**src/rtl/bfcc_pkg.sv**
```systemverilog
// shared types and constants of the box face contact clipper
package bfcc_pkg;

    localparam int IN_TDATA_W  = 104;
    localparam int OUT_TDATA_W = 104;

    localparam int T_BITS       = 16;
    localparam int MAX_VERTICES = 8;
    localparam int NUM_CELLS    = 2 * MAX_VERTICES;
    localparam int CELL_IDX_W   = $clog2(NUM_CELLS);
    localparam int NUM_SLOTS    = 11;
    localparam int SLOT_W       = 4;
    localparam int NUM_AXES     = 3;

    localparam logic OP_LOAD  = 1'b0;
    localparam logic OP_START = 1'b1;

    localparam logic [SLOT_W-1:0] SLOT_REF_HALF  = 4'd3;
    localparam logic [SLOT_W-1:0] SLOT_INC_CTR   = 4'd4;
    localparam logic [SLOT_W-1:0] SLOT_INC_AX0   = 4'd5;
    localparam logic [SLOT_W-1:0] SLOT_INC_AX1   = 4'd6;
    localparam logic [SLOT_W-1:0] SLOT_INC_AX2   = 4'd7;
    localparam logic [SLOT_W-1:0] SLOT_INC_HALF  = 4'd8;
    localparam logic [SLOT_W-1:0] SLOT_NORMAL    = 4'd9;
    localparam logic [SLOT_W-1:0] SLOT_FACE_CTR  = 4'd10;

    typedef struct packed {
        logic                  pop;
        logic                  push;
        logic [CELL_IDX_W-1:0] wpos;
    } t_chain_ctl;

endpackage

```
**src/rtl/bfcc_cell.sv**
```systemverilog
// one vertex cell of the polygon queue chain
module bfcc_cell #(
    parameter int W   = 96,
    parameter int IDX = 0
) (
    input  logic                 i_clk,
    input  bfcc_pkg::t_chain_ctl i_ctl,
    input  logic [W-1:0]         i_next,
    input  logic [W-1:0]         i_push_data,
    output logic [W-1:0]         o_data
);

    logic [W-1:0] r_v;

    always_ff @(posedge i_clk) begin
        if (i_ctl.push && i_ctl.wpos == (bfcc_pkg::CELL_IDX_W)'(IDX)) begin
            r_v <= i_push_data;
        end else if (i_ctl.pop) begin
            r_v <= i_next;
        end
    end

    assign o_data = r_v;

endmodule

```
**config.mk**
```make
export PLATFORM = sky130hd
export DESIGN_NAME = bfcc_cell
export DESIGN_NICKNAME = d
export VERILOG_FILES = /design/src/rtl/bfcc_pkg.sv /design/src/rtl/bfcc_cell.sv
export SDC_FILE = /design/constraint.sdc
export NUM_CORES = 1
export LEC_CHECK = 0
export BUFFER_PORTS_ARGS = -buffer_cell sky130_fd_sc_hd__buf_2
export CAP_MARGIN = 20
export CORE_AREA = 2 2 113 115
export DETAILED_ROUTE_END_ITERATION = 12
export DIE_AREA = 0 0 115 117
export PLACE_DENSITY = 0.68
export SLEW_MARGIN = 20
export SYNTH_ARGS = -nofsm -noshare
export SYNTH_HDL_FRONTEND = slang
export SYNTH_SLANG_ARGS = --single-unit
```
**constraint.sdc**
```tcl
create_clock -name i_clk -period 6.5 [get_ports i_clk]
set_clock_uncertainty 0.05 [all_clocks]
set_input_delay 1.3 -clock i_clk [delete_from_list [all_inputs] [get_ports i_clk]]
set_output_delay 1.3 -clock i_clk [all_outputs]
set_load 0.02 [all_outputs]
```
Yosys cells after proc, flatten, opt, wreduce, memory -nomap -nowiden
Cells that the tools add are included.
{"block": "word_totals", "input_bits": 199, "regBits": 96, "out_inout_bits": 96}
{"block": "op_classes", "mux": 2, "reduce_logical": 3}
{"op": "$mux W96", "n": 2}
{"op": "$logic_not A4 Y1", "n": 1}
{"op": "$reduce_bool A2 Y1", "n": 1}
{"op": "$logic_and A1 B1 Y1", "n": 1}

Logic depth before layout (Yosys ltp)
Gate-level depths: netlist of the first run.
{"block": "logic_depth", "word_depth": 3, "depth_mapped": 5, "depth_no_buf": 3}

Worst setup path before layout of the first run
No wires, ideal clock.
{"block": "synth_path", "kind": "in2reg", "from": "input i_ctl[1] (netlist bit)", "to": "register r_v[0], in the netlist o_data[0], enable pin", "path_slack_ps": 1757, "setup_time_ps": 471, "stages": 5, "path_buffers": 2, "required_ps": 5979, "arrival_time_ps": 4221, "cell_sequence": "nor4_1 -> nand2_1 -> buf_6 -> buf_6 -> nand2b_1"}
{"block": "synth_between", "elab_chain_cells": 3}
{"element": "from (decl)", "line_no": "bfcc_cell.sv:7", "source": "input bfcc_pkg::t_chain_ctl i_ctl,"}
{"element": "$logic_not A4 Y1", "line_no": "bfcc_cell.sv:16", "source": "if (i_ctl.push && i_ctl.wpos == (bfcc_pkg::CELL_IDX_W)'(IDX)) begin"}
{"element": "$logic_and A1 B1 Y1", "line_no": "bfcc_cell.sv:16"}
{"element": "$reduce_bool A2 Y1 (no line)"}
{"element": "to (signal assigned)", "line_no": "bfcc_cell.sv:17", "source": "r_v <= i_push_data;"}
{"element": "to (signal assigned)", "line_no": "bfcc_cell.sv:19", "source": "r_v <= i_next;"}
{"element": "to (decl)", "line_no": "bfcc_cell.sv:13", "source": "logic [W-1:0] r_v;"}
No other way between the ends.
A chain may end at the register's enable or synchronous reset.

Worst setup path after layout of the first run
{"block": "layout_path", "from": "input i_ctl[1] (netlist bit)", "to": "register r_v[73], in the netlist o_data[73], enable pin"}
Same word-level chain as after synthesis.

==> results of run 1 <==
==> cells by family (layout without fill, tap and decap cells) <==
kind of cell,after synthesis,after routing,share of synthesized area [%]
buffers and inverters,10,312,1.80
DFF,96,96,69.2
muxes,96,96,28.6
other,0,1,0
and+or+nand+nor,3,3,0.391
==> layout by cell type, fill, tap and decap left out <==
cell                          n
sky130_fd_sc_hd__buf_4        2
sky130_fd_sc_hd__bufinv_16    1
sky130_fd_sc_hd__mux2_4      29
sky130_fd_sc_hd__nand2b_4     1
sky130_fd_sc_hd__diode_2      1
sky130_fd_sc_hd__clkbuf_1     1
sky130_fd_sc_hd__nor4_1       1
sky130_fd_sc_hd__clkbuf_16    9
sky130_fd_sc_hd__nand2_4      1
sky130_fd_sc_hd__buf_2      294
sky130_fd_sc_hd__clkinv_1     4
sky130_fd_sc_hd__mux2_2      67
sky130_fd_sc_hd__clkinv_2     1
sky130_fd_sc_hd__edfxtp_1    96
==> synth_stat cells <==
library cell | number | area share [%]
sky130_fd_sc_hd__buf_2 | 6 | 0.72
sky130_fd_sc_hd__buf_6 | 4 | 1.1
sky130_fd_sc_hd__edfxtp_1 | 96 | 69
sky130_fd_sc_hd__mux2_2 | 67 | 18
sky130_fd_sc_hd__mux2_4 | 29 | 10
sky130_fd_sc_hd__nand2_1 | 1 | 0.090
sky130_fd_sc_hd__nand2b_1 | 1 | 0.15
sky130_fd_sc_hd__nor4_1 | 1 | 0.15
==> how the worst max path moves through the flow <==
stage                     slack (ns)    endpoint     start
final                           2.73  o_data[73]  i_ctl[1]
after global routing            2.55  o_data[73]  i_ctl[1]
after CTS                       2.69  o_data[73]  i_ctl[1]
after detailed placement        2.32  o_data[67]  i_ctl[1]
after global placement          2.43  o_data[88]  i_ctl[1]
after floorplan                 1.76   o_data[0]  i_ctl[1]
==> through the flow <==
step,instances,hold WS [ns],power (uW),worst slack (ns),utilization (%)
after global placement,641,1.55,1020,2.43,46.9
after CTS,657,1.19,1530,2.69,49.2
final,658,1.21,1510,2.73,49.2
after floorplan,205,1.47,903,1.76,-
after global routing,657,1.19,1570,2.55,49.2
after detailed placement,641,1.55,1020,2.32,46.9
==> routing by layer <==
layer	wire length [microns]	global-route usage, %	vias to the layer above
li1	-	-	1406
met1	3710	14.0	1373
met2	5320	25.9	179
met3	1070	5.72	9
met4	147	5.86	0
met5	0	0	-
==> layout make-up <==
class	count	area, sq um
multi-input combinational	99	1220
timing repair buffer	296	1490
clock inverter	6	50.0
sequential	96	2880
clock buffer	10	229
tap	150	188
fill	1060	6250
antenna	1	2.50
==> power by group through the flow <==
| stage | Clock (uW) | Sequential, uW | Combinational (uW) |
|---|---|---|---|
| after CTS | 518 | 761 | 251 |
| after detailed placement | 0 | 774 | 251 |
| after global routing | 539 | 765 | 264 |
| final | 498 | 760 | 248 |
| after global placement | 0 | 772 | 247 |
| after floorplan | 0 | 850 | 53.3 |
==> metrics.md, run 1 <==
| Metric | Value |
|---|---|
| Run status | `finished, final reports clean` |
| Number of cells produced by synthesis | `205` |
| Maximum net fanout on the critical path | `63` |
| Mean number of vias per cell | `4.51` |
| Critical hold path startpoint | `i_push_data[94]` |
| Netlist Area Pre-Place | `0.00416 sq mm` |
| Endpoint type of the worst setup path | `register` |
| Maximum number of pins on one net before global-route repair | `64` |
| DIE WIDTH | `115 microns` |
| Number of H-tree levels | `3` |
| CTS tree | `done` |
| Vias post-DR | `2967` |
| Tightest Hold Check Type | `in2reg` |
| Worst-margin pin slew | `0.827 ns` |
| End point of the most critical hold path | `o_data[94]` |
| Sinks on Clock Net | `96` |
| Die Area | `0.0135 sq mm` |
| CTS Root Buffer Type | `sky130_fd_sc_hd__clkbuf_16` |
| Sum of negative setup slack | `0 ns` |
| Unrepaired setup endpoints after global routing | `no` |
| Slew Viols, Final | `0` |
| Number of global-route vias before repair | `2772` |
| Number of search-and-repair iterations in the first detailed-routing pass | `4` |
| Relative area change from synthesis to final layout | `45.5%` |
| Total Routed Length | `10200 microns` |
| Number of nets in the finished design | `701` |
| Crit path kind | `in2reg` |
| CTS Buffer Depth | `2` |
| Remaining max-slew budget at the tightest pin | `44.9%` |
| Initial Utilization | `33.8%` |
| Slowest cell delay on critical path | `0.79 ns` |
| Post_cts resized | `0` |
| Cell depth of the worst min-delay path | `2` |
| Placed Instance Area | `0.00578 sq mm` |
| Max-Cap Viols | `0` |
| Worst path depth | `5` |
| Arrival time at the worst endpoint | `3.71 ns` |
| Gpl congestion | `0.731` |
| Final Cell Area | `0.00606 sq mm` |
| Switch share | `23.6%` |
| Register area share after synthesis | `69.2%` |
| Drt wl/cell | `15.6 microns` |
| Global-route wire length before repair | `13900 microns` |
| Power Dens Cells | `248 mW/mm^2` |
| Fraction of the cycle the final worst path needs | `58.1%` |
| Internal Pwr Total | `1150 uW` |
| Row Count | `41` |
| Number of distinct library cell variants in the gate-level netlist after synthesis | `8` |
| Final-report hold violation count | `0` |
| IO Port Bufs | `294` |
| Worst vdd rail ir drop | `0.124 mV` |
| Startpoint types | `primary input` |
| Chip height | `117 microns` |
| Initial DRC count | `81` |
| Count of boundary I/O pins | `295` |
| Net load switching power | `356 uW` |
| Reg power frac | `50.5%` |
| Category of cells accounting for the largest share of critical-path delay | `simple AND/OR/NAND/NOR gates` |
| Relative contribution of the clock network to total power | `33.1%` |
| Post-CTS clock slew at the launch and capture registers of the worst setup and hold paths | `0.06 ns` |
| P_leak | `0.00283 uW` |
| Number of antenna violations at the first check in global routing | `0` |
| Overall track demand over capacity in global routing | `14.0%` |
| Data required time at the worst endpoint | `6.44 ns` |
| Floorplan core area | `0.0123 sq mm` |
| Setup Buffers After CTS | `0` |
| Total global routing overflow | `0` |
| Highest-delay cell along the critical path | `sky130_fd_sc_hd__nand2b_4` |
| Count of nets left with antenna violations after detail routing | `0` |
| Top achievable clock speed | `265 MHz` |
| Critical-path cell list | `buf_2, nor4_1, nand2_4, nand2b_4, buf_4` |
| Drt drc | `0` |
| Synthesized net count | `404` |
| Final Setup Violations | `0` |
| Combinational share of power | `16.4%` |
| Total of flip-flops plus latches after synthesis | `96` |
| Syn avg cell area | `20.3 sq um` |
| Shortest clock period the worst path allows after layout | `3.77 ns` |
| Number of flip-flops under the largest register name | `96` |
| Yosys synthesis warning count | `0` |
| Worst Path Buf+Inv | `2` |
| Number of CTS-inserted buffers | `9` |
| Ratio of cells with drive above 1 in the final layout | `79.9%` |
| CTS Hold Buffers Added | `0` |
Note: power is estimated with default switching activity, not from simulation.
==> run 2, diff against run 1 <==
--- a/config.mk
+++ b/config.mk
@@ -5,12 +5,13 @@
 export SDC_FILE = /design/constraint.sdc
 export NUM_CORES = 1
 export LEC_CHECK = 0
+export ABC_AREA = 1
 export BUFFER_PORTS_ARGS = -buffer_cell sky130_fd_sc_hd__buf_2
 export CAP_MARGIN = 20
-export CORE_AREA = 2 2 113 115
+export CORE_AREA = 2 2 115 117
 export DETAILED_ROUTE_END_ITERATION = 12
-export DIE_AREA = 0 0 115 117
-export PLACE_DENSITY = 0.68
+export DIE_AREA = 0 0 117 119
+export PLACE_DENSITY = 0.71
 export SLEW_MARGIN = 20
 export SYNTH_ARGS = -nofsm -noshare
 export SYNTH_HDL_FRONTEND = slang
==> constraint.sdc (replaced) <==
create_clock -name i_clk -period 3.2 [get_ports i_clk]
set_clock_uncertainty 0.05 [all_clocks]
set_input_delay 0.64 -clock i_clk [delete_from_list [all_inputs] [get_ports i_clk]]
set_output_delay 0.64 -clock i_clk [all_outputs]
set_load 0.02 [all_outputs]
==> run 2 against run 1 <==
Critical path type unchanged. Count of clock-buffer cells in the layout unchanged. Clock power increased by 140%. Synthesized area increased by 7.5%. Combinational power grew 130%. Non-clock buffer count grew 7. Utilization rose by 0.45 points. Power increased by 120%. Worst setup slack got worse by 1.3 ns. Cell area rose by 5.5%. Worst hold slack worse by 0.70 ns. First-iteration DRC count rose to 4.3 times the previous value. Highest routed layer unchanged. Global-route usage increased by 4.4 points.
==> metrics.md, run 2 <==
| Metric | Value |
|---|---|
| Area share of the largest cell type after synthesis | `64.4%` |
| Area used by sequential logic in the layout | `0.00288 sq mm` |
| Inserted Diodes | `0` |
| Fraction of met1 tracks used by global routing | `21.8%` |
| Endpoint type of the worst setup path | `register` |
| Total of flip-flops plus latches after synthesis | `96` |
| Row Count | `42` |
| Initial Utilization | `34.8%` |
| Synthesized net count | `632` |
| Sum of negative setup slack | `0 ns` |
| Crit path kind | `in2reg` |
| DIE WIDTH | `117 microns` |
| Overall track demand over capacity in global routing | `18.4%` |
| Hold WS | `0.510 ns` |
| Proportion of register bits with asynchronous set or reset after synthesis | `0%` |
| Floorplan core area | `0.0129 sq mm` |
| Top achievable clock speed | `566 MHz` |
| Maximum net fanout on the critical path | `35` |
| Total Routed Length | `13200 microns` |
| Post-CTS clock slew at the launch and capture registers of the worst setup and hold paths | `0.07 ns` |
| Die Area | `0.0139 sq mm` |
| Worst-margin pin slew | `0.520 ns` |
| Arrival time at the worst endpoint | `1.70 ns` |
| Number of H-tree levels | `3` |
| Top cells by area in the synthesized netlist | `sky130_fd_sc_hd__edfxtp_1, sky130_fd_sc_hd__nand2_1, sky130_fd_sc_hd__nand4_1, sky130_fd_sc_hd__buf_2, sky130_fd_sc_hd__clkbuf_1` |
| Power Dens Cells | `520 mW/mm^2` |
| Tightest Hold Check Type | `in2reg` |
| Commonest cells after routing, fill and taps aside | `sky130_fd_sc_hd__buf_2, sky130_fd_sc_hd__nand2_1, sky130_fd_sc_hd__nand4_1, sky130_fd_sc_hd__edfxtp_1, sky130_fd_sc_hd__clkbuf_16` |
| Vias post-DR | `4305` |
| Global-route layer with the greatest usage | `met2` |
| Max-Cap Viols | `0` |
| IO Port Bufs | `294` |
| Ratio of cells with drive above 1 in the final layout | `45.5%` |
| Chip height | `119 microns` |
| Met3 Track Usage GR | `6.16%` |
| Setup Buffers After CTS | `0` |
| Number of flip-flops under the largest register name | `96` |
| Startpoint types | `primary input` |
| CTS Buffer Depth | `2` |
| Run status | `finished, final reports clean` |
| CTS tree | `done` |
| Number of nets in the finished design | `906` |
| Syn avg cell area | `10.3 sq um` |
| Area occupied by multi-input gates | `0.00138 sq mm` |
| Number of cells produced by synthesis | `433` |
| Final Setup Violations | `0` |
| Most numerous cell in the Yosys netlist | `sky130_fd_sc_hd__nand2_1` |
| Drt drc | `0` |
| Netlist Area Pre-Place | `0.00448 sq mm` |
| Drt wl/cell | `14.9 microns` |
| Initial DRC count | `350` |
| Number of CTS-inserted buffers | `9` |
| Total global routing overflow | `0` |
| CTS Hold Buffers Added | `0` |
| Commonest register cell after synthesis | `sky130_fd_sc_hd__edfxtp_1` |
| Number of distinct library cell variants in the gate-level netlist after synthesis | `15` |
| Mean number of vias per cell | `4.85` |
| Top cells by count, synth | `sky130_fd_sc_hd__nand2_1, sky130_fd_sc_hd__edfxtp_1, sky130_fd_sc_hd__nand4_1` |
| CTS Root Buffer Type | `sky130_fd_sc_hd__clkbuf_16` |
| Relative area change from synthesis to final layout | `42.9%` |
| Number of search-and-repair iterations in the first detailed-routing pass | `4` |
| Post_cts resized | `0` |
| Number of global-route vias before repair | `4072` |
| Count of nets left with antenna violations after detail routing | `0` |
| Data required time at the worst endpoint | `3.13 ns` |
| Yosys synthesis warning count | `0` |
| Count of boundary I/O pins | `295` |
| Global-route wire length before repair | `20000 microns` |
| Gpl congestion | `0.778` |
| Slew Viols, Final | `0` |
| Most common cell after layout, fill and taps aside | `sky130_fd_sc_hd__buf_2` |
| Worst vdd rail ir drop | `0.266 mV` |
| Shortest clock period the worst path allows after layout | `1.77 ns` |
| Detailed placer's ending HPWL | `9380 microns` |
| Final-report hold violation count | `0` |
| Maximum number of pins on one net before global-route repair | `97` |
| Remaining max-slew budget at the tightest pin | `65.4%` |
| Top cell type by total area after synthesis | `sky130_fd_sc_hd__edfxtp_1` |
| Sinks on Clock Net | `96` |
| GR Util met2 | `31.4%` |
| Register area share after synthesis | `64.4%` |
| Number of antenna violations at the first check in global routing | `0` |
| Unrepaired setup endpoints after global routing | `no` |
| P_leak | `0.00314 uW` |
| EDFF count, synth | `96` |
| Fill cells | `1241` |
| Fraction of the cycle the final worst path needs | `55.3%` |
==> run 2: area by class of cell <==
cell class / count / share of cell area, %
repair buffers: 303 / 24.5
clock inverters: 6 / 1.68
inverters: 3 / 0.176
well taps: 176 / 3.44
multi-input cells: 294 / 21.6
flip-flops and latches: 96 / 45.1
clock buffers: 10 / 3.58
==> run 2: cells by family after synthesis <==
group | share of synthesized area [%]
flops | 64.4
buf+inv | 5.20
simple gates | 30.4
==> run 2: final timing paths <==
kind  startpoint    endpoint  slack (ns)  depth (start not counted)
max     i_ctl[1]  o_data[93]        1.43                          5
min   i_next[49]  o_data[49]        0.51                          3
==> run 2: routing by layer <==
metal,vias up,wire (microns)
met1,1972,5290
met5,-,0
met3,17,1200
met2,218,6530
met4,0,195
li1,2098,-
==> run 2: metrics by stage <==
stage	instance area, sq um	total power [uW]	setup WS, ns	std cells	util [%]
detailed placement	6060	2140	1.07	872	47.1
finish	6390	3320	1.43	888	49.7
CTS	6390	3350	1.43	888	49.7
floorplan	4480	1870	0.356	433	-
global placement	6060	2130	1.10	872	47.1
global route	6390	3440	1.35	888	49.7
==> run 2: critical path, cell delays in order <==
cell,delay [ns]
sky130_fd_sc_hd__buf_2,0.12
sky130_fd_sc_hd__nor2_1,0.19
sky130_fd_sc_hd__nand3_4,0.12
sky130_fd_sc_hd__nand2_4,0.18
sky130_fd_sc_hd__buf_4,0.44
==> run 2: power breakdown <==
part / switching, uW / total [uW] / internal, uW
logic: 361 / 562 / 202
clock network: 457 / 1220 / 762
registers: 28.0 / 1540 / 1520
total: 845 / 3320 / 2480
