`config.mk`:
```
export PLATFORM = sky130hd
export DESIGN_NAME = bfcc_ram
export DESIGN_NICKNAME = d
export VERILOG_FILES = /design/src/rtl/bfcc_ram.sv
export SDC_FILE = /design/constraint.sdc
export NUM_CORES = 1
export LEC_CHECK = 0
export BUFFER_PORTS_ARGS = -buffer_cell sky130_fd_sc_hd__buf_2
export CAP_MARGIN = 25
export CORE_MARGIN = 2
export CORE_UTILIZATION = 45
export CTS_CLUSTER_SIZE = 16
export DETAILED_ROUTE_END_ITERATION = 7
export SETUP_SLACK_MARGIN = 0.4
export SLEW_MARGIN = 20
export SYNTH_ARGS = -nofsm -noshare
export SYNTH_HDL_FRONTEND = slang
export SYNTH_SLANG_ARGS = --single-unit
```
`constraint.sdc`:
```
create_clock -name i_clk -period 19.5 [get_ports i_clk]
set_input_delay 0.975 -clock i_clk [delete_from_list [all_inputs] [get_ports i_clk]]
set_output_delay 0.975 -clock i_clk [all_outputs]
set_load 0.02 [all_outputs]
```
`src/rtl/bfcc_ram.sv`:
```
// generic single write port ram with registered read
module bfcc_ram #(
    parameter int W     = 96,
    parameter int DEPTH = 11
) (
    input  logic                     i_clk,
    input  logic                     i_we,
    input  logic [$clog2(DEPTH)-1:0] i_waddr,
    input  logic [W-1:0]             i_wdata,
    input  logic [$clog2(DEPTH)-1:0] i_raddr,
    output logic [W-1:0]             o_rdata
);

    logic [W-1:0] r_mem [DEPTH];
    logic [W-1:0] r_rdata;

    always_ff @(posedge i_clk) begin
        if (i_we) begin
            r_mem[i_waddr] <= i_wdata;
        end
        r_rdata <= r_mem[i_raddr];
    end

    assign o_rdata = r_rdata;

endmodule

```
# ---- After elaboration in Yosys (flattened, before gate mapping)
# Memory sizes are Yosys's and may differ from the RTL's. A register that Yosys moved wholly into a read port is not among the register bits.
# Cells that the tools add are included.
dict set report classes {
  n_addsub 0
  multipliers 0
  n_div 0
  n_lt_le_gt_ge 0
  eq_ne 0
  shifts 0
  n_mux 2
  bitwise 0
  n_reduce_logical 0
}
# op count
set ops {}
lappend ops {{1-bit two-way mux} 2}
dict set report totals {
  regBits 0
  latch_bits 0
  mem_bits_rw 1056
  mem_bits_ro 0
  elab_cells 3
  memories 1
}
# memory words width read_ports rd_clocked_by_memory_dff write_ports line
set memory_table {}
lappend memory_table {r_mem 11 96 1 1 1 14} ;# logic [W-1:0] r_mem [DEPTH];

# ---- Logic depth before layout (Yosys ltp)
# Gate-level depths: netlist (run 1).
dict set report depth {
  word_depth 2
  depth_mapped 7
}

# ---- Worst setup path before layout (run 1)
# Ideal clock, no wire load.
dict set report synth_timing {
  path_type {input to register}
  from {input port i_waddr[3]}
  to {memory r_mem[0][0], enable pin}
  arrival_time_ns 7.984
  required_ns 18.830
  setup_slack_ns 10.847
  cell_stages 2
  path_cell_list {or3b_2 > nor3_1}
}
# item line
set synth_lines {}
lappend synth_lines {{from (decl)} 8} ;# input logic [$clog2(DEPTH)-1:0] i_waddr,
lappend synth_lines {{to (decl)} 14}
# Straight into the memory's write port.

==> results of run 1 <==
[flip-flops by register name, summed over array words and instances, names as in the netlist]
name / count
o_rdata: 96
r_mem: 1056
[worst max path at each step]
stage                     from                    end  slack (ps)
floorplan           i_waddr[3]  r_mem[0][0]$_DFFE_PP_       10850
global route        i_raddr[0]    o_rdata[89]$_DFF_P_       14640
CTS                 i_raddr[0]     o_rdata[8]$_DFF_P_       14890
detailed placement  i_raddr[0]     o_rdata[8]$_DFF_P_       14160
finish              i_raddr[0]     o_rdata[8]$_DFF_P_       14880
global placement    i_raddr[0]     o_rdata[8]$_DFF_P_       14250
[cells by family (layout without fill, tap and decap cells)]
logic type / count (synthesis) / after routing / synth area share
buf+inv: 139 / 456 / 0.01901
other cells: 0 / 5 / 0
compound gates: 384 / 384 / 0.06887
simple gates: 117 / 117 / 0.01629
flops: 1152 / 1152 / 0.7766
mux: 480 / 480 / 0.1193
[power groups by stage]
stage               Sequential (uW)  Clock (uW)  Combinational [uW]
finish                         2780        2230                 278
global route                   2790        2380                 300
CTS                            2780        2280                 281
detailed placement             2840           0                 280
global placement               2830           0                 273
floorplan                      2860           0                 148
[layout make-up]
cell class	instances	area [sq um]	area share
well taps	1265	1583	0.03198
repair buffers	239	1429	0.02887
multi-input cells	981	8959	0.1810
clock inverters	52	598.1	0.01208
diodes	5	12.51	0.0002528
clock buffers	165	3281	0.06628
flip-flops and latches	1152	33630	0.6795
[cell usage in the layout, fill, tap and decap left out, drive strengths merged, types with 33 or more instances in the layout]
| master | count |
|---|---|
| a22o | 96 |
| o22ai | 96 |
| dfxtp | 96 |
| clkinv | 33 |
| edfxtp | 1056 |
| clkbuf | 165 |
| o31ai | 96 |
| nand2b | 99 |
| o211ai | 96 |
| mux2 | 288 |
| buf | 239 |
| mux2i | 192 |
[through the flow]
step           power [uW]  area (sq um)  std cells
4_1_cts              5346         49390       3850
3_5_place_dp         3116         45510       3633
5_1_grt              5468         49490       3858
2_1_floorplan        3005         43310       2272
3_3_place_gp         3106         45510       3633
6_report             5295         49490       3859
[routing by layer]
metal,up-vias,GRT usage
met5,-,0
met4,20,0.05611
met3,148,0.03445
met2,620,0.3097
met1,11130,0.2794
li1,9594,-
[worst max-delay path: cells and delay by family]
family / cells / cell delay [ps]
multiplexers: 1 / 410
buffers and inverters: 4 / 3210
AO/OA/AOI/OAI: 2 / 270
==> results.json, run 1 <==
{
  "run_status": "finished, final reports clean",
  "wl_per_cell_microns": 25.18,
  "critPathMaxStageDelay_ps": 910,
  "critical_path_required_ps": 20020,
  "switching_share": 0.2073,
  "grt_pass1_vias": 22190,
  "die_h_microns": 314.2,
  "syn-instance-count": 2272,
  "skew_ps": 16.26,
  "slew_viol_final": 0,
  "core_sq_um": 95150,
  "fmax_mhz": 216.5,
  "cts_buffers": 116,
  "period_minus_slack_ps": 4618,
  "endpoint_kind": "register",
  "clk_path_buf_depth": 3,
  "ant_nets": 0,
  "critPathLaunchType": "primary input",
  "min_to": "o_rdata[66]$_DFF_P_",
  "rsz0062_at_grt": "false",
  "grt_use_total": 0.1957,
  "maxSlewHeadroom": 0.2752,
  "crit_top_cell": "buf_4",
  "p_per_area_nw_per_um2": 107.0,
  "min_path_cells": 3,
  "seq_area_frac_synth": 0.7766,
  "wl_met3_microns": 5697,
  "yosysTopAreaCell": "edfxtp_1",
  "gp_congestion": 0.7066,
  "grt_max_degree": 139,
  "critPathSlowestCell": "buf_4",
  "cts_setup_buffers": 0,
  "areaGrowthSynthToFinish_pct": 14.28,
  "intPower_uw": 4197,
  "postLayoutCoreUtil": 0.5202,
  "routedLengthMet1_microns": 43620,
  "die_x_microns": 314.2,
  "drive_gt1_frac": 0.2514,
  "syn-num-nets": 2378,
  "synth_seq_cells": 1152,
  "p_switching_uw": 1098,
  "crit_chain": "buf_8 -> buf_4 -> buf_4 -> buf_4 -> mux2_2 -> o22ai_1 -> o31ai_1",
  "r2r_slack_ps": 18200,
  "setup_viol": 0,
  "holdBufCountCts": 0,
  "clk_pin_slew_ps": 60,
  "pwr-share-clk": 0.422,
  "top_layer": "met5",
  "drc_errors": 0,
  "yosys_warnings": 0,
  "place_ws_ps": 14160,
  "ys_types": 25,
  "worst_pin_slew_ps": 1087,
  "path_class": "in2reg",
  "timing.rr.start": "r_mem[3][30]$_DFFE_PP_",
  "synth_top_area_share": 0.7322,
  "async_reset_ff_frac": 0,
  "netlist_area_sq_um": 43310,
  "finalHoldViolCount": 0,
  "route.met2.wl_microns": 45800,
  "drt_pass1_iterations": 5,
  "period_share": 0.2368,
  "ir_worst_vdd_mv": 0.07248,
  "grt-ovfl-total": 0,
  "start_util": 0.4552,
  "crit_fanout": 118,
  "combPwrFrac": 0.053,
  "finalWorstSetupSlack_ps": 14880,
  "die_area_sq_um": 98740,
  "grt_pass1_wl_microns": 142800,
  "whs_ps": 567.3,
  "r2r-end": "o_rdata[30]$_DFF_P_",
  "min_from": "r_mem[10][66]$_DFFE_PP_",
  "cap_violations": 0,
  "ctsResizeCount": 0,
  "synth_area_per_cell_sq_um": 19.06,
  "vias": 21520,
  "fill_cells": 7540,
  "nNetsFinal": 2596,
  "synthTopCellsByCount": "edfxtp_1 (1056), mux2_2 (205), mux2i_1 (192)",
  "fin_tns_setup_ps": 0,
  "root_buffer": "clkbuf_16",
  "clk_latency_ps": 670,
  "yosys.cell_count.top_type": "edfxtp_1",
  "critical_path_arrival_ps": 5140,
  "hold_path_class": "reg2reg",
  "cts_tree": "built",
  "dp_hpwl_microns": 46380,
  "p_leak_uw": 0.01664,
  "reg2reg_depth": 3,
  "io_pins": 202,
  "seq_power_share": 0.526,
  "drt-total-wl_microns": 97170,
  "via_per_inst": 5.576,
  "drtIter0Drc": 1727,
  "synth_area_leaders": "edfxtp_1 (73%), mux2_2 (5.3%), dfxtp_1 (4.4%)",
  "antenna_found_initial": 19,
  "clock_sinks": 1152,
  "row_count": 113,
  "numPortBuffers": 201,
  "htree_levels": 3,
  "synth_edf_count": 1056,
  "synth_top_flop_cell": "edfxtp_1"
}
(Power assumes the default switching activity.)
==> run 2, diff against run 1 <==
Clock period 19.5 ns to 4.05 ns, I/O delays scaled along.
==> results.json, run 2 (synthesized netlist as in run 1, its figures left out) <==
{
  "clock_sinks": 1152,
  "ctsResizeCount": 0,
  "grt-ovfl-total": 0,
  "holdBufCountCts": 98,
  "combPwrFrac": 0.057,
  "htree_levels": 3,
  "dp_cells": 3647,
  "finalHoldViolCount": 0,
  "n_antenna_cell": 0,
  "r2r_slack_ps": 2900,
  "min_path_cells": 4,
  "postLayoutCoreUtil": 0.5309,
  "ant_nets": 0,
  "timing.rr.start": "r_mem[9][28]$_DFFE_PP_",
  "die_area_sq_um": 98740,
  "seq_power_share": 0.535,
  "io_pins": 202,
  "worst_pin_slew_ps": 940.3,
  "final_common_cell": "edfxtp_1",
  "drt_pass1_iterations": 5,
  "fin_cells": 3961,
  "wl_per_cell_microns": 24.54,
  "finish.instance_area_sq_um": 50520,
  "slew_viol_final": 0,
  "rsz0062_at_grt": "false",
  "cts_setup_buffers": 0,
  "die_h_microns": 314.2,
  "min_from": "i_raddr[1]",
  "clk_pin_slew_ps": 70,
  "largest_reg_flops": 1056,
  "place_ws_ps": 1529,
  "root_buffer": "clkbuf_16",
  "layout_common_cells": "edfxtp_1 (1056), mux2_2 (205), buf_2 (198)",
  "nNetsFinal": 2701,
  "cts_tree": "built",
  "dp_hpwl_microns": 49340,
  "maxSlewHeadroom": 0.3732,
  "cts_buffers": 113,
  "drt-total-wl_microns": 97190,
  "post_dp_cell_area_sq_um": 45860,
  "fmax_mhz": 486.9,
  "setup_viol": 0,
  "pwr-share-clk": 0.408,
  "skew_ps": 16.88,
  "whs_ps": 89.19,
  "crit_fanout": 44,
  "period_minus_slack_ps": 2054,
  "cap_violations": 0,
  "p_per_area_nw_per_um2": 496.4,
  "p_switching_uw": 5394,
  "grt_pass1_wl_microns": 144400,
  "reg2reg_depth": 3,
  "finalWorstSetupSlack_ps": 1996,
  "period_share": 0.5071,
  "fill_cells": 7466,
  "die_x_microns": 314.2,
  "critPathLaunchType": "primary input",
  "run_status": "finished, final reports clean",
  "intPower_uw": 19690,
  "regMostFlops": "r_mem",
  "row_count": 113,
  "ir_worst_vdd_mv": 0.3882,
  "clk_path_buf_depth": 3,
  "core_sq_um": 95150,
  "critical_path_required_ps": 4390,
  "start_util": 0.4552,
  "clk_latency_ps": 690,
  "vias": 21750,
  "gp_congestion": 0.7168,
  "grt_pass1_vias": 22780,
  "p_leak_uw": 0.01705,
  "switching_share": 0.2151,
  "via_per_inst": 5.491,
  "endpoint_kind": "register",
  "min_to": "o_rdata[25]$_DFF_P_",
  "drtIter0Drc": 1669,
  "grt_max_degree": 137,
  "critical_path_arrival_ps": 2390,
  "areaGrowthSynthToFinish_pct": 16.65,
  "antenna_found_initial": 9,
  "hold_path_class": "in2reg",
  "drive_gt1_frac": 0.2493,
  "numPortBuffers": 201,
  "grt_use_total": 0.1960,
  "drc_errors": 0,
  "path_class": "in2reg",
  "r2r-end": "o_rdata[28]$_DFF_P_"
}
## run 2: changes by cell type in the layout (fill, tap and decap cells not counted), sizes merged, moves of 5 or more
cell         change
clkbuf          -15
dlygate4sd3     +98
diode            -5
bufinv           -7
buf             +10
clkinvlp         +7
clkinv          +10
## run 2: how the worst max path moves through the flow
stage | cells past startpoint | startpoint | endpoint
after floorplan | 2 | i_waddr[3] | r_mem[5][0]$_DFFE_PP_
after global placement | 5 | i_raddr[1] | o_rdata[84]$_DFF_P_
after detailed placement | 5 | i_raddr[1] | o_rdata[0]$_DFF_P_
after CTS | 5 | i_waddr[1] | r_mem[9][52]$_DFFE_PP_
after global routing | 5 | i_waddr[1] | r_mem[10][86]$_DFFE_PP_
final | 5 | i_waddr[1] | r_mem[9][44]$_DFFE_PP_
## run 2: metal layers
layer / track usage / share of wire / vias to the layer above
met5: 0 / 0.0011 / -
met1: 0.2678 / 0.44 / 11270
met2: 0.3291 / 0.49 / 500
met4: 0.05252 / 0.019 / 16
li1: - / - / 9827
met3: 0.02945 / 0.046 / 135
## run 2: metrics by stage
step	total power (uW)	setup TNS, ps
floorplan	14460	-564690
global route	25890	0
finish	25080	0
detailed placement	15030	0
global placement	14990	0
CTS	25320	0
## run 2: final cells by class
type                            count  area (sq um)  area share
Sequential cell                  1152         33630      0.6657
Multi-Input combinational cell    981          8977      0.1777
Clock buffer                      150          3138     0.06212
Timing Repair Buffer              347          2645     0.05236
Tap cell                         1265          1583     0.03133
Clock inverter                     66         543.0     0.01075
## run 2: worst max-delay path, stage by stage
cell and delay (ps):
dlygate4sd3_1 540, buf_2 190, nand2b_1 290, nor2_4 690, buf_12 400
## run 2: power groups by stage
stage	combinational, uW	clock [uW]	sequential (uW)
floorplan	714	0	13700
global placement	1330	0	13700
detailed placement	1370	0	13700
CTS	1450	10400	13400
global route	1550	10900	13400
finish	1430	10200	13400
==> run 3, diff against run 2 <==
Clock period 4.05 ns to 1.9 ns, I/O delays scaled along.
==> results.json, run 3 (synthesized netlist as in run 1, its figures left out) <==
{
  "run_status": "finished, final reports clean",
  "regMostFlops": "r_mem",
  "layout_common_cells": "edfxtp_1 (1056), mux2_2 (205), buf_2 (198)",
  "cap_violations": 0,
  "r2r_slack_ps": 550,
  "drc_errors": 0,
  "antenna_found_initial": 3,
  "maxSlewHeadroom": 0.4823,
  "crit_fanout": 28,
  "min_path_cells": 3,
  "via_per_inst": 5.378,
  "p_leak_uw": 0.01786,
  "die_h_microns": 314.2,
  "dp_hpwl_microns": 58030,
  "clock_sinks": 1152,
  "slew_viol_final": 0,
  "ir_worst_vdd_mv": 0.7113,
  "clk_pin_slew_ps": 60,
  "grt_max_degree": 61,
  "drt-total-wl_microns": 94140,
  "critical_path_arrival_ps": 2050,
  "p_switching_uw": 11430,
  "p_per_area_nw_per_um2": 1040,
  "setup_viol": 0,
  "switching_share": 0.2110,
  "endpoint_kind": "register",
  "drtIter0Drc": 1508,
  "timing.rr.start": "r_mem[6][33]$_DFFE_PP_",
  "critical_path_required_ps": 2460,
  "row_count": 113,
  "seq_power_share": 0.526,
  "drt_pass1_iterations": 5,
  "core_sq_um": 95150,
  "grt_pass1_vias": 22640,
  "skew_ps": 23.93,
  "numPortBuffers": 201,
  "io_pins": 202,
  "final_common_cell": "edfxtp_1",
  "ant_nets": 0,
  "period_minus_slack_ps": 1493,
  "dp_cells": 3758,
  "min_from": "i_waddr[0]",
  "r2r-end": "o_rdata[33]$_DFF_P_",
  "wl_per_cell_microns": 23.12,
  "die_x_microns": 314.2,
  "grt_use_total": 0.1892,
  "fin_tns_setup_ps": 0,
  "worst_pin_slew_ps": 776.5,
  "rsz0062_at_grt": "false",
  "drive_gt1_frac": 0.2771,
  "whs_ps": 42.70,
  "largest_reg_flops": 1056,
  "pwr-share-clk": 0.411,
  "vias": 21900,
  "htree_levels": 3,
  "gp_congestion": 0.7611,
  "cts_buffers": 112,
  "clk_latency_ps": 690,
  "root_buffer": "clkbuf_16",
  "areaGrowthSynthToFinish_pct": 20.24,
  "min_to": "r_mem[0][41]$_DFFE_PP_",
  "fill_cells": 7306,
  "grt_pass1_wl_microns": 141100,
  "intPower_uw": 42750,
  "start_util": 0.4552,
  "clk_path_buf_depth": 3,
  "period_share": 0.7857,
  "hold_path_class": "in2reg",
  "nNetsFinal": 2811,
  "critPathLaunchType": "primary input",
  "fin_cells": 4071,
  "cts_tree": "built",
  "finalPower_uw": 54180,
  "path_class": "in2reg",
  "die_area_sq_um": 98740,
  "finalHoldViolCount": 0,
  "reg2reg_depth": 3,
  "grt-ovfl-total": 0,
  "combPwrFrac": 0.062,
  "fmax_mhz": 669.8
}
==> run 3: cell count changes in the layout (fill, tap and decap cells not counted), sizes merged <==
cell / previous run / this run
buf: 249 / 360
clkbuf: 150 / 162
clkinvlp: 11 / 1
clkinv: 43 / 36
bufinv: 6 / 9
diode: 0 / 2
inv: 6 / 5
==> run 3: area by class of cell <==
cell class	instances	area (sq um)	share of cell area
tap	1265	1583	0.03039
antenna	2	5.005	0.00009611
multi-input combinational	981	8985	0.1725
clock inverter	51	535.5	0.01028
timing repair buffer	458	4108	0.07888
clock buffer	162	3227	0.06196
sequential	1152	33630	0.6459
==> run 3: power groups by stage <==
stage                     logic (uW)  clock network, uW  registers, uW
after CTS                       3430              22800          28500
after global placement          3200                  0          29000
after floorplan                 1530                  0          29300
final                           3380              22300          28500
after global routing            3630              23700          28600
after detailed placement        3250                  0          29100
==> run 3: worst max path at each step <==
stage / endpoint / slack [ps] / from / depth (start not counted)
global route: o_rdata[73]$_DFF_P_ / 410 / i_raddr[1] / 7
global placement: o_rdata[90]$_DFF_P_ / 180 / i_raddr[0] / 6
floorplan: r_mem[0][0]$_DFFE_PP_ / -1420 / i_waddr[3] / 2
CTS: o_rdata[21] / 450 / o_rdata[21]$_DFF_P_ / 1
detailed placement: o_rdata[90]$_DFF_P_ / 190 / i_raddr[0] / 6
finish: o_rdata[95]$_DFF_P_ / 410 / i_raddr[1] / 7
==> run 3: critical path, stage by stage <==
cell	delay, ps
dlygate4sd3_1	540
buf_6	170
nand2b_4	270
buf_12	260
buf_4	250
o22ai_1	130
o31ai_1	310
==> run 3: what timing repair did <==
action / CTS / global route
endpoints found under the hold margin: 1069 / 0
gates resized for setup: 1 / 2
buffers inserted: 0 / 0
endpoints found under the setup margin: 1 / 3
hold buffers: 98 / 0
==> run 3: metrics by stage <==
| step | setup WS [ps] | util | cell area, sq um |
|---|---|---|---|
| final | 407.1 | 0.5473 | 52080 |
| after global routing | 413.2 | 0.5473 | 52070 |
| after CTS | 450.0 | 0.5471 | 52060 |
| after detailed placement | 192.3 | 0.4973 | 47320 |
| after global placement | 180.3 | 0.4973 | 47320 |
| after floorplan | -1422 | - | 43400 |
==> run 3: per-layer routing <==
metal | GRT usage | routed length (microns) | up-vias
met3 | 0.02655 | 3547 | 116
li1 | - | - | 10040
met1 | 0.2672 | 43410 | 11310
met4 | 0.05024 | 1626 | 0
met5 | 0 | 0 | -
met2 | 0.3096 | 45560 | 428
