`config.mk`:
```
export PLATFORM = sky130hd
export DESIGN_NAME = bfcc_div
export DESIGN_NICKNAME = d
export VERILOG_FILES = /design/src/rtl/bfcc_pkg.sv /design/src/rtl/bfcc_div.sv
export SDC_FILE = /design/constraint.sdc
export NUM_CORES = 1
export LEC_CHECK = 0
export BUFFER_PORTS_ARGS = -buffer_cell sky130_fd_sc_hd__buf_4
export CAP_MARGIN = 0
export CORE_MARGIN = 2
export CORE_UTILIZATION = 55
export DETAILED_ROUTE_END_ITERATION = 6
export GPL_TIMING_DRIVEN = 0
export MAX_ROUTING_LAYER = met4
export PLACE_DENSITY = 0.82
export SETUP_SLACK_MARGIN = 0.3
export SLEW_MARGIN = 30
export SYNTH_ARGS = -nofsm -noshare
export SYNTH_HDL_FRONTEND = slang
export SYNTH_SLANG_ARGS = --single-unit
```
`constraint.sdc`:
```
create_clock -name i_clk -period 2.6 [get_ports i_clk]
set_input_delay 0.13 -clock i_clk [delete_from_list [all_inputs] [get_ports i_clk]]
set_output_delay 0.13 -clock i_clk [all_outputs]
set_load 0.05 [all_outputs]
```
`src/rtl/bfcc_pkg.sv`:
```
// shared types and constants of the box face contact clipper
package bfcc_pkg;

    localparam int IN_TDATA_W  = 104;
    localparam int OUT_TDATA_W = 104;

    localparam int T_BITS       = 16;
    localparam int MAX_VERTICES = 8;
    localparam int NUM_CELLS    = 2 * MAX_VERTICES;
    localparam int CELL_IDX_W   = $clog2(NUM_CELLS);
    localparam int NUM_SLOTS    = 11;
    localparam int SLOT_W       = 4;
    localparam int NUM_AXES     = 3;

    localparam logic OP_LOAD  = 1'b0;
    localparam logic OP_START = 1'b1;

    localparam logic [SLOT_W-1:0] SLOT_REF_HALF  = 4'd3;
    localparam logic [SLOT_W-1:0] SLOT_INC_CTR   = 4'd4;
    localparam logic [SLOT_W-1:0] SLOT_INC_AX0   = 4'd5;
    localparam logic [SLOT_W-1:0] SLOT_INC_AX1   = 4'd6;
    localparam logic [SLOT_W-1:0] SLOT_INC_AX2   = 4'd7;
    localparam logic [SLOT_W-1:0] SLOT_INC_HALF  = 4'd8;
    localparam logic [SLOT_W-1:0] SLOT_NORMAL    = 4'd9;
    localparam logic [SLOT_W-1:0] SLOT_FACE_CTR  = 4'd10;

    typedef struct packed {
        logic                  pop;
        logic                  push;
        logic [CELL_IDX_W-1:0] wpos;
    } t_chain_ctl;

endpackage

```
`src/rtl/bfcc_div.sv`:
```
// iterative divider for the clip parameter, one quotient bit per cycle
module bfcc_div #(
    parameter int W = 32
) (
    input  logic                        i_clk,
    input  logic                        i_rst_n,
    input  logic                        i_start,
    input  logic [W-1:0]                i_num,
    input  logic [W:0]                  i_den,
    output logic                        o_done,
    output logic [bfcc_pkg::T_BITS-1:0] o_t
);

    localparam int CNT_W = $clog2(bfcc_pkg::T_BITS + 1);

    logic                        r_busy;
    logic                        r_done;
    logic [CNT_W-1:0]            r_cnt;
    logic [W+1:0]                r_rem;
    logic [W+1:0]                r_den;
    logic [bfcc_pkg::T_BITS-1:0] r_q;
    logic                        r_top;
    logic [W+1:0]                n_rem2;

    assign n_rem2 = {r_rem[W:0], 1'b0};

    always_ff @(posedge i_clk) begin
        if (!i_rst_n) begin
            r_busy <= 1'b0;
            r_done <= 1'b0;
        end else begin
            r_done <= 1'b0;
            if (i_start) begin
                r_den <= (W+2)'(i_den);
                r_q   <= '0;
                if (i_den == '0) begin
                    r_top  <= 1'b0;
                    r_done <= 1'b1;
                end else begin
                    r_top  <= ((W+1)'(i_num) >= i_den);
                    r_rem  <= ((W+1)'(i_num) >= i_den) ?
                              (W+2)'(i_num) - (W+2)'(i_den) : (W+2)'(i_num);
                    r_cnt  <= CNT_W'(bfcc_pkg::T_BITS);
                    r_busy <= 1'b1;
                end
            end else if (r_busy) begin
                if (n_rem2 >= r_den) begin
                    r_rem <= n_rem2 - r_den;
                    r_q   <= {r_q[bfcc_pkg::T_BITS-2:0], 1'b1};
                end else begin
                    r_rem <= n_rem2;
                    r_q   <= {r_q[bfcc_pkg::T_BITS-2:0], 1'b0};
                end
                r_cnt <= r_cnt - 1'b1;
                if (r_cnt == CNT_W'(1)) begin
                    r_busy <= 1'b0;
                    r_done <= 1'b1;
                end
            end
        end
    end

    assign o_done = r_done;
    assign o_t    = r_top ? '1 : r_q;

endmodule

```
After elaboration in Yosys (flattened, before gate mapping)
Index checks and enable logic that the tools add are counted.
{"block": "word_totals", "reg_bits": 90, "latchBits": 0, "ramBits": 0, "mem_bits_ro": 0, "input_bits": 68, "out_inout_bits": 17, "wordCells": 38, "memories": 0}
{"block": "classes", "add_sub_neg": 3, "multipliers": 0, "div": 0, "n_lt_le_gt_ge": 2, "eq_ne": 2, "shift": 0, "n_mux": 19, "n_bitwise": 0, "n_reduce_logical": 5}
{"operator": "2-to-1 mux 33 bit", "count": 5}
{"operator": "greater-or-equal comparator 34 x 33 -> 1 bit", "count": 1}
{"operator": "greater-or-equal comparator 32 x 33 -> 1 bit", "count": 1}
{"operator": "logical NOT 33 bit", "count": 1}
{"operator": "subtractor 32 x 33 -> 33 bit", "count": 1}
{"operator": "subtractor 33 bit", "count": 1}
{"operator": "2-to-1 mux 16 bit", "count": 2}
{"operator": "2-to-1 mux 5 bit", "count": 3}
{"operator": "2-to-1 mux 1 bit", "count": 9}
{"operator": "== test 5 x 1 -> 1 bit, second input constant", "count": 1}
{"operator": "subtractor 5 x 1 -> 5 bit, second input constant", "count": 1}
{"operator": "AND reduction 2 bit", "count": 2}
{"operator": "AND reduction 3 bit", "count": 1}
{"operator": "!= test 2 bit, second input constant", "count": 1}
{"operator": "nonzero test 2 bit", "count": 1}

Depth between registers and ports, before layout
Gate-level depths: netlist (run 1).
{"block": "depth", "depth_word": 4, "depth_mapped": 14, "mapped_depth_nobuf": 13}

Least setup slack after synthesis (run 1)
Ideal clock, no wire load.
{"block": "synth_path", "path_type": "register to register", "from": "reg r_rem[0]", "to": "reg r_rem[32], data pin", "setup_time_ns": 0.262, "t_arrival_ns": 2.575, "required_time_ns": 2.338, "path_slack_ns": -0.236, "path_stages_with_launch": 14, "n_path_buf": 2, "synth_period_minus_slack_ns": 2.836, "path_cell_list": "edfxtp_1 inv_1 fa_1 nor2b_4 o31a_2 o2111ai_2 a21oi_4 a41oi_2 o31a_1 buf_6 buf_4 and3_1 a41oi_1 o21ai_1"}
{"block": "synth_between", "elab_chain_cells": 4, "word_cells_on_any_way": 5, "cone_classes": "add/sub (1); order compare (1); mux (3)"}
{"item": "start, declared", "line_no": "bfcc_div.sv:19", "text": "logic [W+1:0] r_rem;"}
{"item": "start signal, assigned", "line_no": "bfcc_div.sv:41", "text": "r_rem <= ((W+1)'(i_num) >= i_den) ?"}
{"item": "start signal, assigned", "line_no": "bfcc_div.sv:48", "text": "r_rem <= n_rem2 - r_den;"}
{"item": "start signal, assigned", "line_no": "bfcc_div.sv:51", "text": "r_rem <= n_rem2;"}
{"item": "subtractor 33 bit or greater-or-equal comparator 34 x 33 -> 1 bit (tied branches)", "line_no": "bfcc_div.sv:48, bfcc_div.sv:47"}
{"item": "2-to-1 mux 33 bit (*)", "line_no": "bfcc_div.sv:47", "text": "if (n_rem2 >= r_den) begin"}
{"item": "2-to-1 mux 33 bit (*)", "line_no": "bfcc_div.sv:46", "text": "end else if (r_busy) begin"}
{"item": "2-to-1 mux 33 bit (*)", "line_no": "bfcc_div.sv:33", "text": "if (i_start) begin"}
Every way passes the cells marked *; elsewhere a longest branch is shown, timed or not. The select of a mux whose other input is x is not followed.
A chain may end at the register's enable or synchronous reset.

Worst setup path after layout (run 1)
{"block": "layout_path", "from": "reg r_rem[22]", "to": "reg r_rem[13], data pin"}
{"block": "layout_between", "elab_chain_cells": 4}
{"item": "greater-or-equal comparator 34 x 33 -> 1 bit", "line_no": "bfcc_div.sv:47"}
{"item": "2-to-1 mux 33 bit", "line_no": "bfcc_div.sv:47"}
{"item": "2-to-1 mux 33 bit", "line_no": "bfcc_div.sv:46"}
{"item": "2-to-1 mux 33 bit", "line_no": "bfcc_div.sv:33"}
No other way between the ends. The select of a mux whose other input is x is not followed.

==> run metrics, run 1 <==
outcome complete, but fails checks; violated checks negative setup slack; # IOs between 80 and 90; most frequent cells in the layout 106 x buf_4, 88 x edfxtp_1, 87 x inv_1; final worst path period share 123%; Area Growth Syn to Fin 30.2%; routed vias 8136; setup TNS -14.65 ns; Die X 125 um; Final setup viols 34; largest family of logic cells by synthesized area compound AO/OA/AOI/OAI gates; CP top delay family compound AO/OA/AOI/OAI gates; simple-gate share of the synthesized area 18.1%; P_leak approximately 4.3 nW; slew margin rel. 44.2%; Layout Cells excl Fill between 1k and 1.5k; Synth Area in XOR/XNOR approximately 5.2%; max incr delay on CP 0.40 ns; Worst-Margin Slew 0.838 ns; clock root buffer clkbuf_16; Synth area leader edfxtp_1; Ys Warns 0; Compound-Gate Fraction of Synth Area between 20% and 30%; Worst setup SP type flip-flop; Synth Register Bits 90; filler instances about 1.0k; ys flop type edfxtp_1; I/O Buffers 84; layout cell share with drive strength beyond 1 24.7%; htree depth 3; Post-synth EDFFs between 80 and 90; Post-Syn Area about 8100 um2; Nets about 1.2k; Avg WL per Cell between 20 and 25 um; Mapped Cells approximately 900; syn_nets roughly 1.1k; initial antenna violation count 0; Initial Util a little under three fifths; Worst Setup End Kind flip-flop; most common cell after layout, fill and taps aside buf_4; unrepaired setup endpoints after global routing true; first-pass GRT wire length between 40000 and 50000 um; Data arrival, critical path between 3 and 4 ns; Max stage delay cell, worst path edfxtp_1; Rows 44; Setup CP Type flip-flop to flip-flop; Placement Setup Slack -0.830 ns; dpl hpwl between 15000 and 20000 um; WHS about 0.024 ns; gr usage total about a third; Placed Instances 1190; TritonCTS buffer count 9; Reg clk slew, reported paths around 0.070 ns; clk_skew about 0.014 ns; n_diodes 0; ranking of synthesized cells by area edfxtp_1 33%, ha_1 10%, a21oi_1 4.8%; Routed WL around 27000 um; min-delay worst type input pin to flip-flop; Peak VDD IR between 0.3 and 0.4 mV; TritonRoute pass-1 iters 7; crit path time final approximately 3.2 ns; antenna-violating nets left 0; Die Area 15700 um2; post-synth top area share approximately 33%; f_max 0.313 GHz; CTS sink count 90; global route overflow 0; Synth Area in Adders between 10 and 15%; WP data required about 2.7 ns; via density per instance about 6.4; CP Buf/Inv Count 3; worst skew pair latency between 0.3 and 0.4 ns; post-synthesis mux area share about 3.7%; max-cap violation count 0; CP most frequent cell buf_6; vias in the first global route about 7.6k; Avg Cell Area, Syn between 8 and 9 um2; gpl congestion a little under 1; asr flop ratio synth 0%; Slew Viols, Final 0; CTS Buffer Depth 2; die height 125 um; 1st-iter DRT viols 846; Pwr Total ~0.0057 W; register area share after synthesis 33.2%; CTS tree yes; Max FO, Critical Path 10; cell chain of the critical path ha_1, buf_6, or2_2, nor2b_1, o31ai_2, o2111ai_2, a41oi_4, o31a_1, buf_6, buf_6, mux2i_1, o21ai_1; core area around 14000 um2; PD cells 543 nW/um2; Fin. Hold Viols 0; Final Worst Setup Slack -0.599 ns; largest net degree at the start of global routing 23; DRC Markers 0; post-synthesis cell type count a little under 80
## registers in the layout (all words and copies together) (netlist names)
name,cells
r_busy,1
r_den,33
r_rem,33
r_top,1
r_q,16
o_done,1
r_cnt,5
## per-layer routing
metal | wire length (um) | track usage (%) | part of all wire, %
met5 | 0 | - | 0
met4 | 1280 | 17.6 | 4.8
met3 | 2540 | 4.49 | 9.4
met2 | 12300 | 49.7 | 46
met1 | 10800 | 44.0 | 40
## where the power goes
| group | internal [W] | switching [W] |
|---|---|---|
| Sequential | 0.00176 | 0.0000790 |
| Clock | 0.000661 | 0.000600 |
| Combinational | 0.00113 | 0.00150 |
## worst paths after layout
kind	start	end	slack, ns	cells past startpoint
worst max-delay path	r_rem[22]	r_rem[13]	-0.60	12
worst min-delay path	i_rst_n	r_busy	0.02	2
worst min register to register	r_busy	o_done	0.50	2
worst max register to register	r_rem[22]	r_rem[13]	-0.60	12
## through the flow
step                      util, %  cell area (um2)
after global routing         73.0            10500
after detailed placement     63.4             9150
after global placement       63.0             9090
after CTS                    70.9            10200
after floorplan                 -             8230
final                        73.0            10500
## cell usage after synthesis (16+ instances only)
| master | count |
|---|---|
| a21o_1 | 27 |
| a21oi_1 | 78 |
| edfxtp_1 | 88 |
| ha_1 | 67 |
| inv_1 | 90 |
| mux2i_1 | 25 |
| nand2_1 | 69 |
| nand3_1 | 26 |
| nor2_1 | 61 |
| nor2b_1 | 26 |
| nor3_1 | 16 |
| o21ai_0 | 35 |
| o21ai_1 | 19 |
| or2_2 | 20 |
| xnor2_1 | 30 |
| xor2_1 | 18 |
## area by class of cell
class                      count  area (um2)  share of cell area [%]
inverter                      90         340                    3.23
tap                          184         230                    2.19
timing repair buffer         145        1250                    11.9
sequential                    90        2680                    25.5
clock inverter                 6        50.0                   0.475
clock buffer                  10         229                    2.17
multi-input combinational    709        5500                    52.3
buffer                        31         241                    2.29
## cells by family after synthesis
logic type                 count (synthesis)
DFF                                       90
muxes                                     29
and+or+nand+nor                          288
AOI/OAI and AO/OA                        275
adders and majority gates                 69
xor gates and xnor gates                  48
buffers and inverters                    121
## what timing repair did
item / in CTS / in global routing
gates cloned: 1 / 0
endpoints found under the hold margin: 31 / 2
resized for setup: 68 / 43
buffers inserted: 13 / 12
hold buffers: 31 / 2
endpoints found under the setup margin: 35 / 77
pin swaps: 11 / 13
Power figures use the tool's default switching activity.
==> run 2, diff against run 1 <==
--- a/config.mk
+++ b/config.mk
@@ -5,14 +5,16 @@
 export SDC_FILE = /design/constraint.sdc
 export NUM_CORES = 1
 export LEC_CHECK = 0
+export ABC_AREA = 1
 export BUFFER_PORTS_ARGS = -buffer_cell sky130_fd_sc_hd__buf_4
 export CAP_MARGIN = 0
 export CORE_MARGIN = 2
-export CORE_UTILIZATION = 55
+export CORE_UTILIZATION = 50
 export DETAILED_ROUTE_END_ITERATION = 6
 export GPL_TIMING_DRIVEN = 0
+export HOLD_SLACK_MARGIN = 0.03
 export MAX_ROUTING_LAYER = met4
-export PLACE_DENSITY = 0.82
+export PLACE_DENSITY = 0.75
 export SETUP_SLACK_MARGIN = 0.3
 export SLEW_MARGIN = 30
 export SYNTH_ARGS = -nofsm -noshare
==> run 2 against run 1 <==
Compared with the run above: the flow now finishes without violations; synthesized area grew 23%; clock-buffer cell count shrank 1; worst hold slack gained 0.075 ns; total power grew 6.4%; largest power group unchanged; via count grew 32%; largest cell class unchanged.
==> run metrics, run 2 <==
outcome complete, no violations; Fin. Hold Viols 0; Max FO, Critical Path 7; global route overflow 0; Peak VDD IR approximately 0.35 mV; met3 usage under 10%; Mapped Cells 1629; M1 GR Usage approximately two fifths; initial antenna violation count 0; GR peak layer met2; DRC Markers 0; P_leak 6.76 nW; Nets roughly 1.9k; layout cell share with drive strength beyond 1 16.6%; Area Growth Syn to Fin 26.7%; Avg WL per Cell 16.3 um; Slew Viols, Final 0; routed vias 10.8k; htree depth 3; Routed WL about 34000 um; gr usage total 32.0%; TritonRoute pass-1 iters 7; min-delay worst type input pin to flip-flop; ys flop type edfxtp_1; Final setup viols 0; gpl congestion approximately 0.98; worst skew pair latency between 0.3 and 0.4 ns; most common cell after layout, fill and taps aside nand2_1; most frequent cells in the layout 616 x nand2_1, 330 x inv_1, 116 x nand3_1, 116 x buf_4, 91 x nor2_1; Setup CP Type flip-flop to flip-flop; most frequent cell after synthesis nand2_1; first-pass GRT wire length between 50000 and 60000 um; # IOs 85; Worst Setup End Kind flip-flop; grt met2 use a little over half; Avg Cell Area, Syn 6.11 um2; Rows 51; core area about 20000 um2; Largest regs r_den (33), r_rem (33), r_q (16); Die X about 150 um; vias in the first global route 10.2k; ranking of synthesized cells by area edfxtp_1 27%, nand2_1 25%, inv_1 13%; Initial Util between 50% and 60%; Synth area leader edfxtp_1; clk_skew around 0.017 ns; Reg clk slew, reported paths roughly 0.08 ns; Synth Register Bits 90; n_diodes 0; CTS tree yes; WP data required about 2.7 ns; largest net degree at the start of global routing 36; register area share after synthesis a little over a quarter; Layout Cells excl Fill 2061; Worst setup SP type flip-flop; Pwr Total roughly 0.0061 W; clock root buffer clkbuf_16; filler instances between 1.5k and 2k; syn_nets around 1.8k; die height 145 um; TritonCTS buffer count 9; Placed Instances around 2.0k; Worst-Margin Slew between 0.7 and 0.8 ns; Data arrival, critical path approximately 2.5 ns; post-synth top area share 26.6%; CTS Buffer Depth 2; slew margin rel. 46.2%; Post-synth top cells 667 x nand2_1, 341 x inv_1, 120 x nand3_1, 102 x nor2_1, 88 x edfxtp_1; setup TNS 0 ns; f_max approximately 0.42 GHz; dpl hpwl 26200 um; via density per instance roughly 5.2; CTS sink count 90; Post-synth EDFFs 88; Post-Syn Area 9950 um2; crit path time final around 2.4 ns; PD cells 483 nW/um2; unrepaired setup endpoints after global routing true; antenna-violating nets left 0; Die Area around 21000 um2; post-synthesis cell type count a little over 40; 1st-iter DRT viols just over 900; max-cap violation count 0; Ys Warns 0; asr flop ratio synth 0%; I/O Buffers between 80 and 90; final worst path period share about nine tenths
-- run 2: changes by cell type in the layout (fill, tap and decap cells not counted), sizes merged, moves of 27 or more --
cell and change:
nand3b +50, nor2b -27, inv +259, a21oi -47, nand3 +96, nor2 +52
o21ai -50, nand2 +606
-- run 2: cell type report --
class                      count  area (um2)  area share (%)
buffer                        26         185            1.47
clock inverter                 7        71.3           0.566
clock buffer                   9         225            1.79
timing repair buffer         151        1280            10.2
multi-input combinational   1162        6520            51.7
sequential                    90        2680            21.3
tap                          265         332            2.63
inverter                     351        1320            10.4
-- run 2: cells by family after synthesis --
group | count (synthesis) | share of synthesized area (%)
and+or+nand+nor | 1014 | 44.0
buffers and inverters | 377 | 14.8
DFF | 90 | 27.0
adders and majority gates | 69 | 8.83
AOI/OAI and AO/OA | 47 | 2.59
xor gates and xnor gates | 32 | 2.82
-- run 2: where the power goes --
group / internal, W / switching [W]
clock network: 0.000675 / 0.000618
registers: 0.00176 / 0.0000810
logic: 0.00116 / 0.00179
total: 0.00360 / 0.00249
-- run 2: critical path: stages, from the launching register on --
cell and delay, ns:
edfxtp_1 0.44, ha_4 0.30, nand2_2 0.09, nand2_2 0.07, inv_2 0.07, nand2_1 0.08
clkinv_1 0.06, nand2_2 0.05, nand2_2 0.05, nand2_2 0.07, nor2_4 0.27, nand2_8 0.13
nand2_8 0.11, buf_8 0.14, nand2_1 0.06, nand2_1 0.08, nand2_1 0.05
-- run 2: timing repair --
action	in CTS	in global routing
hold endpoints to repair	33	0
cloned	1	1
pin swaps	25	23
hold buffers	33	0
resized for setup	81	72
setup endpoints to repair	34	33
buffers inserted	17	13
-- run 2: final timing paths --
path | end | slack [ns] | cells past startpoint | startpoint
worst max register to register | r_rem[30] | 0.22 | 16 | r_rem[24]
worst min register to register | r_busy | 0.51 | 2 | r_busy
worst max-delay path | r_rem[30] | 0.22 | 16 | r_rem[24]
worst min-delay path | o_done | 0.1 | 3 | i_rst_n
-- run 2: stage by stage --
step	utilization (%)	area (um2)	hold slack (ns)	setup slack, ns
3_5_place_dp	56.2	11000	0.320	-0.0123
5_1_grt	64.6	12600	0.124	0.159
2_1_floorplan	-	9950	0.229	0.549
4_1_cts	62.8	12300	0.0910	0.300
3_3_place_gp	55.9	10900	0.319	-0.327
6_report	64.6	12600	0.0985	0.215
-- run 2: metal layers --
| layer | part of all wire [%] | vias up | wire length, um |
|---|---|---|---|
| met4 | 3.5 | 0 | 1190 |
| met2 | 47 | 441 | 15900 |
| met3 | 6.2 | 83 | 2070 |
| met5 | 0 | - | 0 |
| li1 | - | 5333 | - |
| met1 | 43 | 4913 | 14400 |
